File: src/hdl/pnmdec_pkg.sv
`timescale 1ns / 1ps

package pnmdec_pkg;

  // Largest accepted image side, and the value the digit accumulator saturates at
  localparam logic [12:0] MAX_DIM = 13'd4096;
  localparam logic [12:0] DIM_SAT = 13'd4097;

  // Result kinds
  localparam logic [2:0] KIND_PIXEL    = 3'd0;
  localparam logic [2:0] KIND_HEADER   = 3'd1;
  localparam logic [2:0] KIND_NOT_PNM  = 3'd2;
  localparam logic [2:0] KIND_BAD_TYPE = 3'd3;
  localparam logic [2:0] KIND_BAD_SIZE = 3'd4;

  // Image types
  localparam logic [1:0] TYPE_BITMAP = 2'd0;
  localparam logic [1:0] TYPE_GRAY   = 2'd1;
  localparam logic [1:0] TYPE_RGB    = 2'd2;

  // Parser phases
  localparam logic [3:0] PH_WAIT_P = 4'd0;
  localparam logic [3:0] PH_TYPE   = 4'd1;
  localparam logic [3:0] PH_WS1    = 4'd2;
  localparam logic [3:0] PH_CMT1   = 4'd3;
  localparam logic [3:0] PH_WLEAD  = 4'd4;
  localparam logic [3:0] PH_WDIG   = 4'd5;
  localparam logic [3:0] PH_HLEAD  = 4'd6;
  localparam logic [3:0] PH_HDIG   = 4'd7;
  localparam logic [3:0] PH_WS2    = 4'd8;
  localparam logic [3:0] PH_CMT2   = 4'd9;
  localparam logic [3:0] PH_MAGIC  = 4'd10;
  localparam logic [3:0] PH_TAIL   = 4'd11;
  localparam logic [3:0] PH_PIX    = 4'd12;

  // Characters of the header
  localparam logic [7:0] CH_P    = 8'h50;
  localparam logic [7:0] CH_HASH = 8'h23;
  localparam logic [7:0] CH_SP   = 8'h20;
  localparam logic [7:0] CH_TAB  = 8'h09;
  localparam logic [7:0] CH_CR   = 8'h0d;
  localparam logic [7:0] CH_LF   = 8'h0a;
  localparam logic [7:0] CH_0    = 8'h30;
  localparam logic [7:0] CH_2    = 8'h32;
  localparam logic [7:0] CH_4    = 8'h34;
  localparam logic [7:0] CH_5    = 8'h35;
  localparam logic [7:0] CH_6    = 8'h36;
  localparam logic [7:0] CH_9    = 8'h39;

  typedef logic [15:0] rgb565_t;

  localparam rgb565_t PIX_BLACK = 16'h0000;
  localparam rgb565_t PIX_WHITE = 16'hffff;

  function automatic logic is_ws(input logic [7:0] c);
    return (c == CH_SP) || (c == CH_TAB) || (c == CH_CR) || (c == CH_LF);
  endfunction

  function automatic logic is_digit(input logic [7:0] c);
    return (c >= CH_0) && (c <= CH_9);
  endfunction

  // acc * 10 + digit, saturating at MAX_DIM + 1
  function automatic logic [12:0] accumulate(input logic [12:0] acc, input logic [7:0] c);
    logic [16:0] v;
    logic [3:0]  d;
    d = 4'(c - CH_0);
    v = {1'b0, acc, 3'b000} + {3'b000, acc, 1'b0} + {13'd0, d};
    if (acc > MAX_DIM || v > {4'd0, MAX_DIM}) begin
      return DIM_SAT;
    end
    return v[12:0];
  endfunction

endpackage

File: src/hdl/pnm_raw_to_rgb565_decoder_top.sv
`timescale 1ns / 1ps

// Channel   Direction  Handshake            Payload
// in_       input      in_valid/in_ready    in_stream_byte
// out_      output     out_valid/out_ready  out_result_kind, out_pixel_rgb565, out_image_type,
//                                           out_image_width, out_image_height, out_row_end,
//                                           out_image_end
//
// A byte sits in the input register and is stepped once per cycle unless the step stalls; each
// result is valid the cycle after its step. P5 pixels, P6 color bytes and most header bytes
// are done in their first step; a P4 byte gives a pixel on each step, up to 8 pixels, ending
// early at a row end. A byte that passes on to a new phase (end of whitespace, of the height
// digits, of the header) is stepped again in the new phase.
// rst_n is synchronous, active low; it returns the parser to waiting for 'P'.
// While out_ready is low and the result register is full, steps that make a result stall.

module pnm_raw_to_rgb565_decoder_top
  import pnmdec_pkg::*;
(
  input  logic        clk,
  input  logic        rst_n,
  input  logic        in_valid,
  output logic        in_ready,
  input  logic [7:0]  in_stream_byte,
  output logic        out_valid,
  input  logic        out_ready,
  output logic [2:0]  out_result_kind,
  output logic [15:0] out_pixel_rgb565,
  output logic [1:0]  out_image_type,
  output logic [12:0] out_image_width,
  output logic [12:0] out_image_height,
  output logic        out_row_end,
  output logic        out_image_end
);

  // Input register
  logic [7:0]  byte_r;
  logic        byte_vld_r;

  // Parser state
  logic [3:0]  phase_r,  phase_nxt;
  logic [1:0]  format_r, format_nxt;
  logic [12:0] width_r,  width_nxt;
  logic [12:0] height_r, height_nxt;
  logic [12:0] accum_r,  accum_nxt;
  logic [11:0] col_r,    col_nxt;
  logic [11:0] row_r,    row_nxt;
  logic [7:0]  red_r,    red_nxt;
  logic [7:0]  green_r,  green_nxt;
  logic [1:0]  slot_r,   slot_nxt;
  logic [1:0]  magic_r,  magic_nxt;
  logic [2:0]  bitpos_r, bitpos_nxt;

  // Output register
  logic        out_valid_r;
  logic [2:0]  kind_r;
  rgb565_t     pix_r;
  logic [1:0]  type_r;
  logic [12:0] ow_r, oh_r;
  logic        re_r, ie_r;

  // One step of work on the held byte
  logic        st_emit, st_done;
  logic [2:0]  st_kind;
  rgb565_t     st_pix;
  logic [1:0]  st_type;
  logic [12:0] st_w, st_h;
  logic        st_re, st_ie;

  logic        out_free, go;

  // Raster advance for a pixel
  logic [11:0] col_inc, row_inc;
  logic        col_wrap, row_wrap;
  logic        size_bad;
  logic [2:0]  bit_sel;

  assign col_inc  = col_r + 12'd1;
  assign row_inc  = row_r + 12'd1;
  assign col_wrap = ({1'b0, col_inc} >= width_r) || (col_inc == 12'd0);
  assign row_wrap = ({1'b0, row_inc} >= height_r) || (row_inc == 12'd0);
  assign size_bad = (width_r == 13'd0) || (height_r == 13'd0) ||
                    (width_r > MAX_DIM) || (height_r > MAX_DIM);
  assign bit_sel  = 3'd7 - bitpos_r;

  always_comb begin
    phase_nxt  = phase_r;
    format_nxt = format_r;
    width_nxt  = width_r;
    height_nxt = height_r;
    accum_nxt  = accum_r;
    col_nxt    = col_r;
    row_nxt    = row_r;
    red_nxt    = red_r;
    green_nxt  = green_r;
    slot_nxt   = slot_r;
    magic_nxt  = magic_r;
    bitpos_nxt = bitpos_r;
    st_emit    = 1'b0;
    st_done    = 1'b1;
    st_kind    = KIND_PIXEL;
    st_pix     = '0;
    st_type    = TYPE_BITMAP;
    st_w       = '0;
    st_h       = '0;
    st_re      = 1'b0;
    st_ie      = 1'b0;

    case (phase_r)
      PH_TYPE: begin
        if (byte_r >= CH_4 && byte_r <= CH_6) begin
          format_nxt = 2'(byte_r - CH_4);
          phase_nxt  = PH_WS1;
        end else begin
          st_emit   = 1'b1;
          st_kind   = KIND_BAD_TYPE;
          phase_nxt = PH_WAIT_P;
          magic_nxt = '0;
          slot_nxt  = '0;
          accum_nxt = '0;
        end
      end
      PH_WS1: begin
        if (byte_r == CH_HASH) begin
          phase_nxt = PH_CMT1;
        end else if (!is_ws(byte_r)) begin
          phase_nxt = PH_WLEAD;
          st_done   = 1'b0;
        end
      end
      PH_CMT1: begin
        if (byte_r == CH_LF) begin
          phase_nxt = PH_WLEAD;
        end
      end
      PH_WLEAD, PH_HLEAD: begin
        if (is_digit(byte_r)) begin
          accum_nxt = {9'd0, 4'(byte_r - CH_0)};
          phase_nxt = (phase_r == PH_WLEAD) ? PH_WDIG : PH_HDIG;
        end else if (!is_ws(byte_r)) begin
          st_emit   = 1'b1;
          st_kind   = KIND_BAD_SIZE;
          phase_nxt = PH_WAIT_P;
          magic_nxt = '0;
          slot_nxt  = '0;
          accum_nxt = '0;
        end
      end
      PH_WDIG: begin
        if (is_digit(byte_r)) begin
          accum_nxt = accumulate(accum_r, byte_r);
        end else if (is_ws(byte_r)) begin
          width_nxt = accum_r;
          phase_nxt = PH_HLEAD;
        end else begin
          st_emit   = 1'b1;
          st_kind   = KIND_BAD_SIZE;
          phase_nxt = PH_WAIT_P;
          magic_nxt = '0;
          slot_nxt  = '0;
          accum_nxt = '0;
        end
      end
      PH_HDIG: begin
        if (is_digit(byte_r)) begin
          accum_nxt = accumulate(accum_r, byte_r);
        end else begin
          height_nxt = accum_r;
          phase_nxt  = PH_WS2;
          st_done    = 1'b0;
        end
      end
      PH_WS2: begin
        if (byte_r == CH_HASH) begin
          phase_nxt = PH_CMT2;
        end else if (!is_ws(byte_r)) begin
          phase_nxt = PH_MAGIC;
          magic_nxt = '0;
          st_done   = 1'b0;
        end
      end
      PH_CMT2: begin
        if (byte_r == CH_LF) begin
          phase_nxt = PH_MAGIC;
          magic_nxt = '0;
        end
      end
      PH_MAGIC, PH_TAIL: begin
        if (phase_r == PH_MAGIC &&
            byte_r == ((magic_r == 2'd0) ? CH_2 : CH_5)) begin
          magic_nxt = magic_r + 2'd1;
          if (magic_r == 2'd2) begin
            phase_nxt = PH_TAIL;
          end
        end else if (!(phase_r == PH_TAIL && is_ws(byte_r))) begin
          // header ends; the same byte is looked at again in the new phase
          st_emit   = 1'b1;
          st_done   = 1'b0;
          magic_nxt = '0;
          if (size_bad) begin
            st_kind   = KIND_BAD_SIZE;
            phase_nxt = PH_WAIT_P;
            slot_nxt  = '0;
            accum_nxt = '0;
          end else begin
            st_kind    = KIND_HEADER;
            st_type    = format_r;
            st_w       = width_r;
            st_h       = height_r;
            phase_nxt  = PH_PIX;
            col_nxt    = '0;
            row_nxt    = '0;
            slot_nxt   = '0;
            bitpos_nxt = '0;
          end
        end
      end
      PH_PIX: begin
        if (format_r == TYPE_RGB && slot_r == 2'd0) begin
          red_nxt  = byte_r;
          slot_nxt = 2'd1;
        end else if (format_r == TYPE_RGB && slot_r == 2'd1) begin
          green_nxt = byte_r;
          slot_nxt  = 2'd2;
        end else begin
          st_emit = 1'b1;
          st_kind = KIND_PIXEL;
          if (format_r == TYPE_RGB) begin
            slot_nxt = 2'd0;
            st_pix   = {red_r[7:3], green_r[7:2], byte_r[7:3]};
          end else if (format_r == TYPE_GRAY) begin
            st_pix = {byte_r[7:3], byte_r[7:2], byte_r[7:3]};
          end else begin
            // bitmap: one pixel per step, MSB first, byte ends at a row end
            st_pix     = byte_r[bit_sel] ? PIX_BLACK : PIX_WHITE;
            st_done    = col_wrap || (bitpos_r == 3'd7);
            bitpos_nxt = st_done ? 3'd0 : bitpos_r + 3'd1;
          end
          // raster advance
          col_nxt = col_inc;
          if (col_wrap) begin
            st_re   = 1'b1;
            col_nxt = '0;
            row_nxt = row_inc;
            if (row_wrap) begin
              st_ie     = 1'b1;
              row_nxt   = '0;
              phase_nxt = PH_WAIT_P;
            end
          end
        end
      end
      default: begin
        if (byte_r == CH_P) begin
          phase_nxt  = PH_TYPE;
          width_nxt  = '0;
          height_nxt = '0;
          accum_nxt  = '0;
          magic_nxt  = '0;
        end else begin
          phase_nxt = PH_WAIT_P;
          st_emit   = 1'b1;
          st_kind   = KIND_NOT_PNM;
        end
      end
    endcase
  end

  // Step control
  assign out_free = !out_valid_r || out_ready;
  assign go       = byte_vld_r && (!st_emit || out_free);
  assign in_ready = !byte_vld_r || (go && st_done);

  // Input register
  always_ff @(posedge clk) begin
    if (!rst_n) begin
      byte_vld_r <= 1'b0;
    end else if (in_ready) begin
      byte_vld_r <= in_valid;
    end
    if (in_valid && in_ready) begin
      byte_r <= in_stream_byte;
    end
  end

  // Parser state
  always_ff @(posedge clk) begin
    if (!rst_n) begin
      phase_r  <= PH_WAIT_P;
      format_r <= '0;
      width_r  <= '0;
      height_r <= '0;
      accum_r  <= '0;
      col_r    <= '0;
      row_r    <= '0;
      red_r    <= '0;
      green_r  <= '0;
      slot_r   <= '0;
      magic_r  <= '0;
      bitpos_r <= '0;
    end else if (go) begin
      phase_r  <= phase_nxt;
      format_r <= format_nxt;
      width_r  <= width_nxt;
      height_r <= height_nxt;
      accum_r  <= accum_nxt;
      col_r    <= col_nxt;
      row_r    <= row_nxt;
      red_r    <= red_nxt;
      green_r  <= green_nxt;
      slot_r   <= slot_nxt;
      magic_r  <= magic_nxt;
      bitpos_r <= bitpos_nxt;
    end
  end

  // Result register
  always_ff @(posedge clk) begin
    if (!rst_n) begin
      out_valid_r <= 1'b0;
    end else if (out_free) begin
      out_valid_r <= go && st_emit;
    end
    if (go && st_emit) begin
      kind_r <= st_kind;
      pix_r  <= st_pix;
      type_r <= st_type;
      ow_r   <= st_w;
      oh_r   <= st_h;
      re_r   <= st_re;
      ie_r   <= st_ie;
    end
  end

  assign out_valid        = out_valid_r;
  assign out_result_kind  = kind_r;
  assign out_pixel_rgb565 = pix_r;
  assign out_image_type   = type_r;
  assign out_image_width  = ow_r;
  assign out_image_height = oh_r;
  assign out_row_end      = re_r;
  assign out_image_end    = ie_r;

  // Checks
  a_end_in_row: assert property (@(posedge clk) disable iff (!rst_n)
    out_valid_r && ie_r |-> re_r)
    else $error("image end without row end");

  a_pixel_no_size: assert property (@(posedge clk) disable iff (!rst_n)
    out_valid_r && kind_r == KIND_PIXEL |-> ow_r == 13'd0 && oh_r == 13'd0)
    else $error("pixel result carries a size");

  a_bit_pos: assert property (@(posedge clk) disable iff (!rst_n)
    bitpos_r != 3'd0 |-> phase_r == PH_PIX && format_r == TYPE_BITMAP)
    else $error("bitmap bit position outside bitmap pixel data");

  a_accum_sat: assert property (@(posedge clk) disable iff (!rst_n)
    accum_r <= DIM_SAT)
    else $error("digit accumulator above saturation");

endmodule

File: config.mk
export PLATFORM = sky130hd
export DESIGN_NAME = pnm_raw_to_rgb565_decoder_top
export DESIGN_NICKNAME = d
export VERILOG_FILES = /design/src/hdl/pnmdec_pkg.sv /design/src/hdl/pnm_raw_to_rgb565_decoder_top.sv
export SDC_FILE = /design/constraint.sdc
export NUM_CORES = 1
export LEC_CHECK = 0
export BUFFER_PORTS_ARGS = -buffer_cell sky130_fd_sc_hd__clkbuf_2
export CORE_MARGIN = 2
export CORE_UTILIZATION = 45
export CTS_CLUSTER_DIAMETER = 80
export DETAILED_ROUTE_END_ITERATION = 10
export PLACE_DENSITY = 0.69
export SLEW_MARGIN = 20
export SYNTH_ARGS = -nofsm -noshare
export SYNTH_HDL_FRONTEND = slang
export SYNTH_SLANG_ARGS = --single-unit
File: constraint.sdc
create_clock -name clk -period 7 [get_ports clk]
set_input_delay 0.35 -clock clk [delete_from_list [all_inputs] [get_ports clk]]
set_output_delay 0.35 -clock clk [all_outputs]
set_load 0.03 [all_outputs]
==> flow_summary.ini, run 1 <==
[run_status]
status = complete, no violations

[clock_network]
clock_latency_ns = 0.44
cts.path.max_buffers = 2
cts-hold-fix-buffers = 0
postCtsSetupBuffers = 0
cts_root_buf = clkbuf_16
post_cts_resized = 0
clock_sinks = 146
cts_tree = yes
cts_buffers = 17
h-tree-depth = 4
clk_pin_slew_ns = 0.07

[synthesis]
syn_area_um2 = 8940
ys.flop_type = dfxtp_1
synthArstFlopShare = 0
avgSynthCellArea_um2 = 8.98
synth_cell_type_count = 84
yosysTopAreaCellShare = 0.199
synth-edff-count = 57
yosysSeqAreaShare = 0.391
synth_nets = 1065
synth-seq-cells = 146
synth_cells = 995
yosys_warnings = 0
synth.area.top_cells = dfxtp_1 20%, edfxtp_1 19%, ha_1 7.8%
synth_top_area_cell = dfxtp_1

[final_layout]
fin_util = 0.519
antenna_cells = 0
regArea_um2 = 3490
area_growth_syn_to_layout_pct = 13.0
nFillCells = 1779
nNetsFinal = 1098
drive_gt1_frac = 0.131
multi_input_area_um2 = 5060
design_area_um2 = 10100

[global_route]
grtUsageTotal = 0.226
grt_max_degree = 54
antenna_found_initial = 0
overflow = 0
grt_pass1_vias = 7211
grt_pass1_wl_um = 38100

[setup_path]
cp-startpoint = col_r[3]$_SDFFE_PN0P_
cp_top_family = simple AND/OR/NAND/NOR gates
cp_cell_sequence = nand4_1 > nor3_1 > and3_1 > xor2_1 > ha_1 > nand3_1 > nor2_1 > o2bb2ai_1 > a31oi_1 > nand2_1 > o21a_1 > o22ai_1 > inv_1 > clkbuf_2
timing.rr.start = byte_r[3]$_DFFE_PP_
crit_path_end_kind = output port
critPathKind = flip-flop to output port
reg2reg_setup_slack_ns = 2.87
worstPathRequired_ns = 6.65
cp-start-kind = flip-flop
arrival_ns = 3.98
cp_slowest_cell = dfxtp_1
path_max_fanout = 10
cpPeakStageDelay_ns = 0.52
cp_num_buf_inv = 2

[die]
num_rows = 51
die_height_um = 145
pin_count = 63
die_w_um = 145
start_util = 0.459
dieArea_um2 = 21000
fp.coreArea_um2 = 19500

[routing]
firstDrtPassIters = 6
routedWlPerCell_um = 17.9
finalWirelength_um = 23400
drtIter0Drc = 857
vias = 7592
ant_nets = 0
via_per_inst = 5.81
drc = 0

[timing]
worst_pin_slew_ns = 0.982
period_share = 0.618
fin_tns_setup_ns = 0
rsz0062_at_grt = false
period_needed_ns = 4.33
fin_skew_ns = 0.0175
final_max_slew_viol_count = 0
setup_viol = 0
relSlewSlack = 0.343
hold_violations = 0
max_clock_freq_mhz = 231
finalWorstSetupSlack_ns = 2.67

[worst_hold_path]
hp-class = input port to flip-flop
min_from = in_stream_byte[7]

[power]
power.internal_w = 0.00163
power_leakage_nw = 3.95
switching_power_w = 0.000451
total_power_w = 0.00208
power_density_nw_per_um2 = 206
pwr-share-clk = 0.516
peakVddDrop_mv = 0.140
swShare = 0.217
comb_power_share = 0.045
p_seq_frac = 0.439

[run]
cap_violations = 0

[placement]
pre_cts_slack_ns = 2.89
hpwl_um = 16800
place_area_um2 = 9410
gp_congestion = 1.02
port-buffer-count = 62
[through the flow]
stage / hold slack [ns] / instances
floorplan: 0.444 / 995
global placement: 0.458 / 1274
detailed placement: 0.466 / 1274
CTS: 0.0842 / 1306
global route: 0.0789 / 1306
finish: 0.0834 / 1306
[power groups by stage]
stage | combinational (W) | sequential, W | clock, W
final | 0.0000934 | 0.000913 | 0.00107
after detailed placement | 0.0000932 | 0.000932 | 0
after global routing | 0.0000991 | 0.000915 | 0.00112
after CTS | 0.0000933 | 0.000913 | 0.00108
after global placement | 0.0000925 | 0.000930 | 0
after floorplan | 0.0000405 | 0.000956 | 0
[metal layers]
| metal | wire length, um | track usage | share of wire |
|---|---|---|---|
| met1 | 10700 | 0.309 | 0.46 |
| met2 | 10300 | 0.349 | 0.44 |
| met3 | 1740 | 0.0528 | 0.074 |
| met4 | 593 | 0.0797 | 0.025 |
| met5 | 0 | 0 | 0 |
[worst paths after layout]
| kind | to | cells after the start |
|---|---|---|
| worst min register to register | phase_r[0]$_SDFFE_PN0P_ | 2 |
| worst max-delay path | in_ready | 14 |
| worst max register to register | accum_r[5]$_SDFFE_PN0P_ | 11 |
| worst min-delay path | byte_r[7]$_DFFE_PP_ | 1 |
[area by class of cell]
type                            instances  area share
Multi-Input combinational cell        749       0.500
Timing Repair Buffer                   70      0.0367
Tap cell                              265      0.0328
Sequential cell                       146       0.346
Clock inverter                         14      0.0255
Inverter                               44      0.0163
Clock buffer                           18      0.0425
[cells in the final DEF (no fill, tap or decap), types with 11 or more instances in the layout]
cell	instances
or2_2	14
o21a_1	13
nand3_1	32
inv_1	42
a21oi_1	66
edfxtp_1	57
xnor2_1	28
nor3_1	18
a22o_1	13
nand4_1	11
and3_1	12
ha_1	56
clkbuf_2	62
o21ai_0	31
nor2_1	73
dfxtp_1	89
clkbuf_16	17
nand2b_1	17
mux2i_1	29
xor2_1	14
nand2_1	107
nor4_1	12
nor2b_1	21
a31oi_1	11
and2_1	22
[synth_stat cells (all sizes together), types with 12 or more instances]
master	number
and3	12
or2	16
and2	22
ha	56
clkbuf	35
a31oi	12
buf	21
nor2b	21
o21ai	32
a22o	13
xnor2	28
xor2	14
dfxtp	89
inv	43
nand2b	17
edfxtp	57
nand2	108
nor3	19
nor2	75
nand3	32
mux2i	29
a21oi	67
o21a	13
nor4	15
[sequential cells by signal (all words and copies together), names as in the netlist, 3 cells and up]
| register | flops |
|---|---|
| out_pixel_rgb565 | 16 |
| accum_r | 13 |
| height_r | 13 |
| out_image_height | 13 |
| out_image_width | 13 |
| width_r | 13 |
| col_r | 12 |
| row_r | 12 |
| byte_r | 8 |
| green_r | 6 |
| red_r | 5 |
| phase_r | 4 |
| bitpos_r | 3 |
| out_result_kind | 3 |
[cell families after synthesis]
family,count (synthesis),synth area share
and+or+nand+nor,391,0.230
AOI/OAI and AO/OA,226,0.170
DFF,146,0.391
buffers and inverters,100,0.0463
adders and majority gates,58,0.0829
xor gates and xnor gates,42,0.0412
muxes,32,0.0388
Note: power is estimated with default switching activity, not from simulation.
==> run 2: changes to the inputs <==
- clock period: 7 -> 4.26 ns (I/O delays scaled with it)
==> flow_summary.ini, run 2 (synthesis gave the netlist of run 1 again) <==
[run_status]
status = complete, no violations

[timing]
fin_tns_setup_ns = 0
fin_skew_ns = 0.00741
hold_violations = 0
setup_viol = 0
rsz0062_at_grt = false
relSlewSlack = 0.364
period_share = 0.938
worst_pin_slew_ns = 0.951
period_needed_ns = 3.99
final_max_slew_viol_count = 0
max_clock_freq_mhz = 250

[final_layout]
design_area_um2 = 10200
largest_register_ffs = 16
area_growth_syn_to_layout_pct = 14.0
layout_common_cells = 107 x nand2_1, 89 x dfxtp_1, 73 x nor2_1, 66 x a21oi_1, 62 x clkbuf_2
nNetsFinal = 1121
layout_commonest_cell = nand2_1
antenna_cells = 0
drive_gt1_frac = 0.144

[global_route]
grt_pass1_vias = 7131
grt_max_degree = 29
grtUsageTotal = 0.221
antenna_found_initial = 0
grt_pass1_wl_um = 37400
overflow = 0

[clock_network]
clk_pin_slew_ns = 0.06
clock_sinks = 146
postCtsSetupBuffers = 0
cts_tree = yes
cts_root_buf = clkbuf_16
clock_latency_ns = 0.43
h-tree-depth = 4
cts_buffers = 17
cts.path.max_buffers = 2

[power]
peakVddDrop_mv = 0.154
pwr-share-clk = 0.465
p_seq_frac = 0.481
power_leakage_nw = 4.00
swShare = 0.238
power.internal_w = 0.00237
comb_power_share = 0.054
switching_power_w = 0.000740
power_density_nw_per_um2 = 306

[run]
cap_violations = 0

[setup_path]
worstReg2RegEnd = accum_r[6]$_SDFFE_PN0P_
reg2reg_setup_slack_ns = 0.33
rr_worst_depth = 11
timing.rr.start = accum_r[2]$_SDFFE_PN0P_
critPathKind = flip-flop to output port
crit_path_end_kind = output port
worstPathRequired_ns = 4.05
path_max_fanout = 9
arrival_ns = 3.78
cp-start-kind = flip-flop

[placement]
gp_congestion = 0.979
port-buffer-count = 62
hpwl_um = 17000
place_area_um2 = 9530

[die]
num_rows = 51
die_height_um = 145
pin_count = 63
die_w_um = 145
start_util = 0.459
dieArea_um2 = 21000
fp.coreArea_um2 = 19500

[routing]
routedWlPerCell_um = 17.4
vias = 7694
firstDrtPassIters = 5
drc = 0
ant_nets = 0
route.met3.wl_um = 1450
via_per_inst = 5.79
met2_wirelength_um = 10400
drtIter0Drc = 683
highest_layer = met4
wl_met1_um = 10700
finalWirelength_um = 23100

[worst_hold_path]
min_from = in_valid
whs_path_depth = 2
hp-class = input port to flip-flop
holdPathEnd = byte_vld_r$_SDFFE_PN0P_
## run 2: cell count changes in the layout (fill, tap and decap cells not counted), moves of 2 or more
cell | previous run | this run
dlygate4sd3_1 | 0 | 8
buf_4 | 8 | 23
clkbuf_8 | 0 | 2
bufinv_16 | 7 | 0
clkbuf_16 | 17 | 19
inv_4 | 0 | 2
## run 2: power groups by stage
stage	Sequential (W)	Clock (W)	Combinational, W
2_1_floorplan	0.00157	0	0.0000671
3_3_place_gp	0.00153	0	0.000162
3_5_place_dp	0.00153	0	0.000164
4_1_cts	0.00150	0.00146	0.000170
5_1_grt	0.00150	0.00152	0.000180
6_report	0.00150	0.00145	0.000169
## run 2: cell type report
| cell class | count | area [um^2] |
|---|---|---|
| clock buffer | 22 | 507 |
| clock inverter | 10 | 68.8 |
| fill | 1812 | 9270 |
| inverter | 44 | 165 |
| multi-input combinational | 749 | 5060 |
| sequential | 146 | 3490 |
| tap | 265 | 332 |
| timing repair buffer | 93 | 563 |
## run 2: layer usage
metal  GRT usage  up-vias
li1            -     3730
met1       0.309     3639
met2       0.338      274
met3      0.0428       51
met4      0.0827        0
met5           0        -
## run 2: worst max-delay path: stages (launching register included)
cell,delay [ns]
dfxtp_1,0.53
ha_2,0.33
inv_1,0.07
or3_1,0.41
xnor2_1,0.15
ha_1,0.30
a21o_1,0.16
a21oi_1,0.14
o2bb2ai_1,0.07
a31oi_1,0.30
nand2_1,0.15
o21a_1,0.20
o22ai_1,0.24
inv_1,0.09
clkbuf_2,0.19
## run 2: worst max-delay path by stage
stage / startpoint / end / depth (start not counted)
4_1_cts: col_r[0]$_SDFFE_PN0P_ / in_ready / 14
6_report: col_r[0]$_SDFFE_PN0P_ / in_ready / 14
5_1_grt: col_r[0]$_SDFFE_PN0P_ / in_ready / 14
2_1_floorplan: byte_r[7]$_DFFE_PP_ / out_image_end$_SDFFCE_PP0P_ / 9
3_5_place_dp: accum_r[2]$_SDFFE_PN0P_ / accum_r[6]$_SDFFE_PN0P_ / 11
3_3_place_gp: accum_r[2]$_SDFFE_PN0P_ / accum_r[0]$_SDFFE_PN0P_ / 11
## run 2: repair_timing
action	4_1_cts	5_1_grt
hold endpoints to repair	8	0
endpoints found under the setup margin	0	1
resized for setup	0	2
hold buffers	8	0
## run 2: per-stage QoR
| stage | setup WS, ns | power (W) | utilization | hold WS (ns) | cells |
|---|---|---|---|---|---|
| 5_1_grt | 0.00771 | 0.00320 | 0.524 | 0.0427 | 1329 |
| 4_1_cts | 0.190 | 0.00313 | 0.523 | 0.0367 | 1329 |
| 3_5_place_dp | 0.452 | 0.00169 | 0.490 | 0.392 | 1289 |
| 2_1_floorplan | 0.645 | 0.00164 | - | 0.312 | 995 |
| 6_report | 0.266 | 0.00311 | 0.524 | 0.0395 | 1329 |
| 3_3_place_gp | 0.484 | 0.00169 | 0.490 | 0.392 | 1289 |
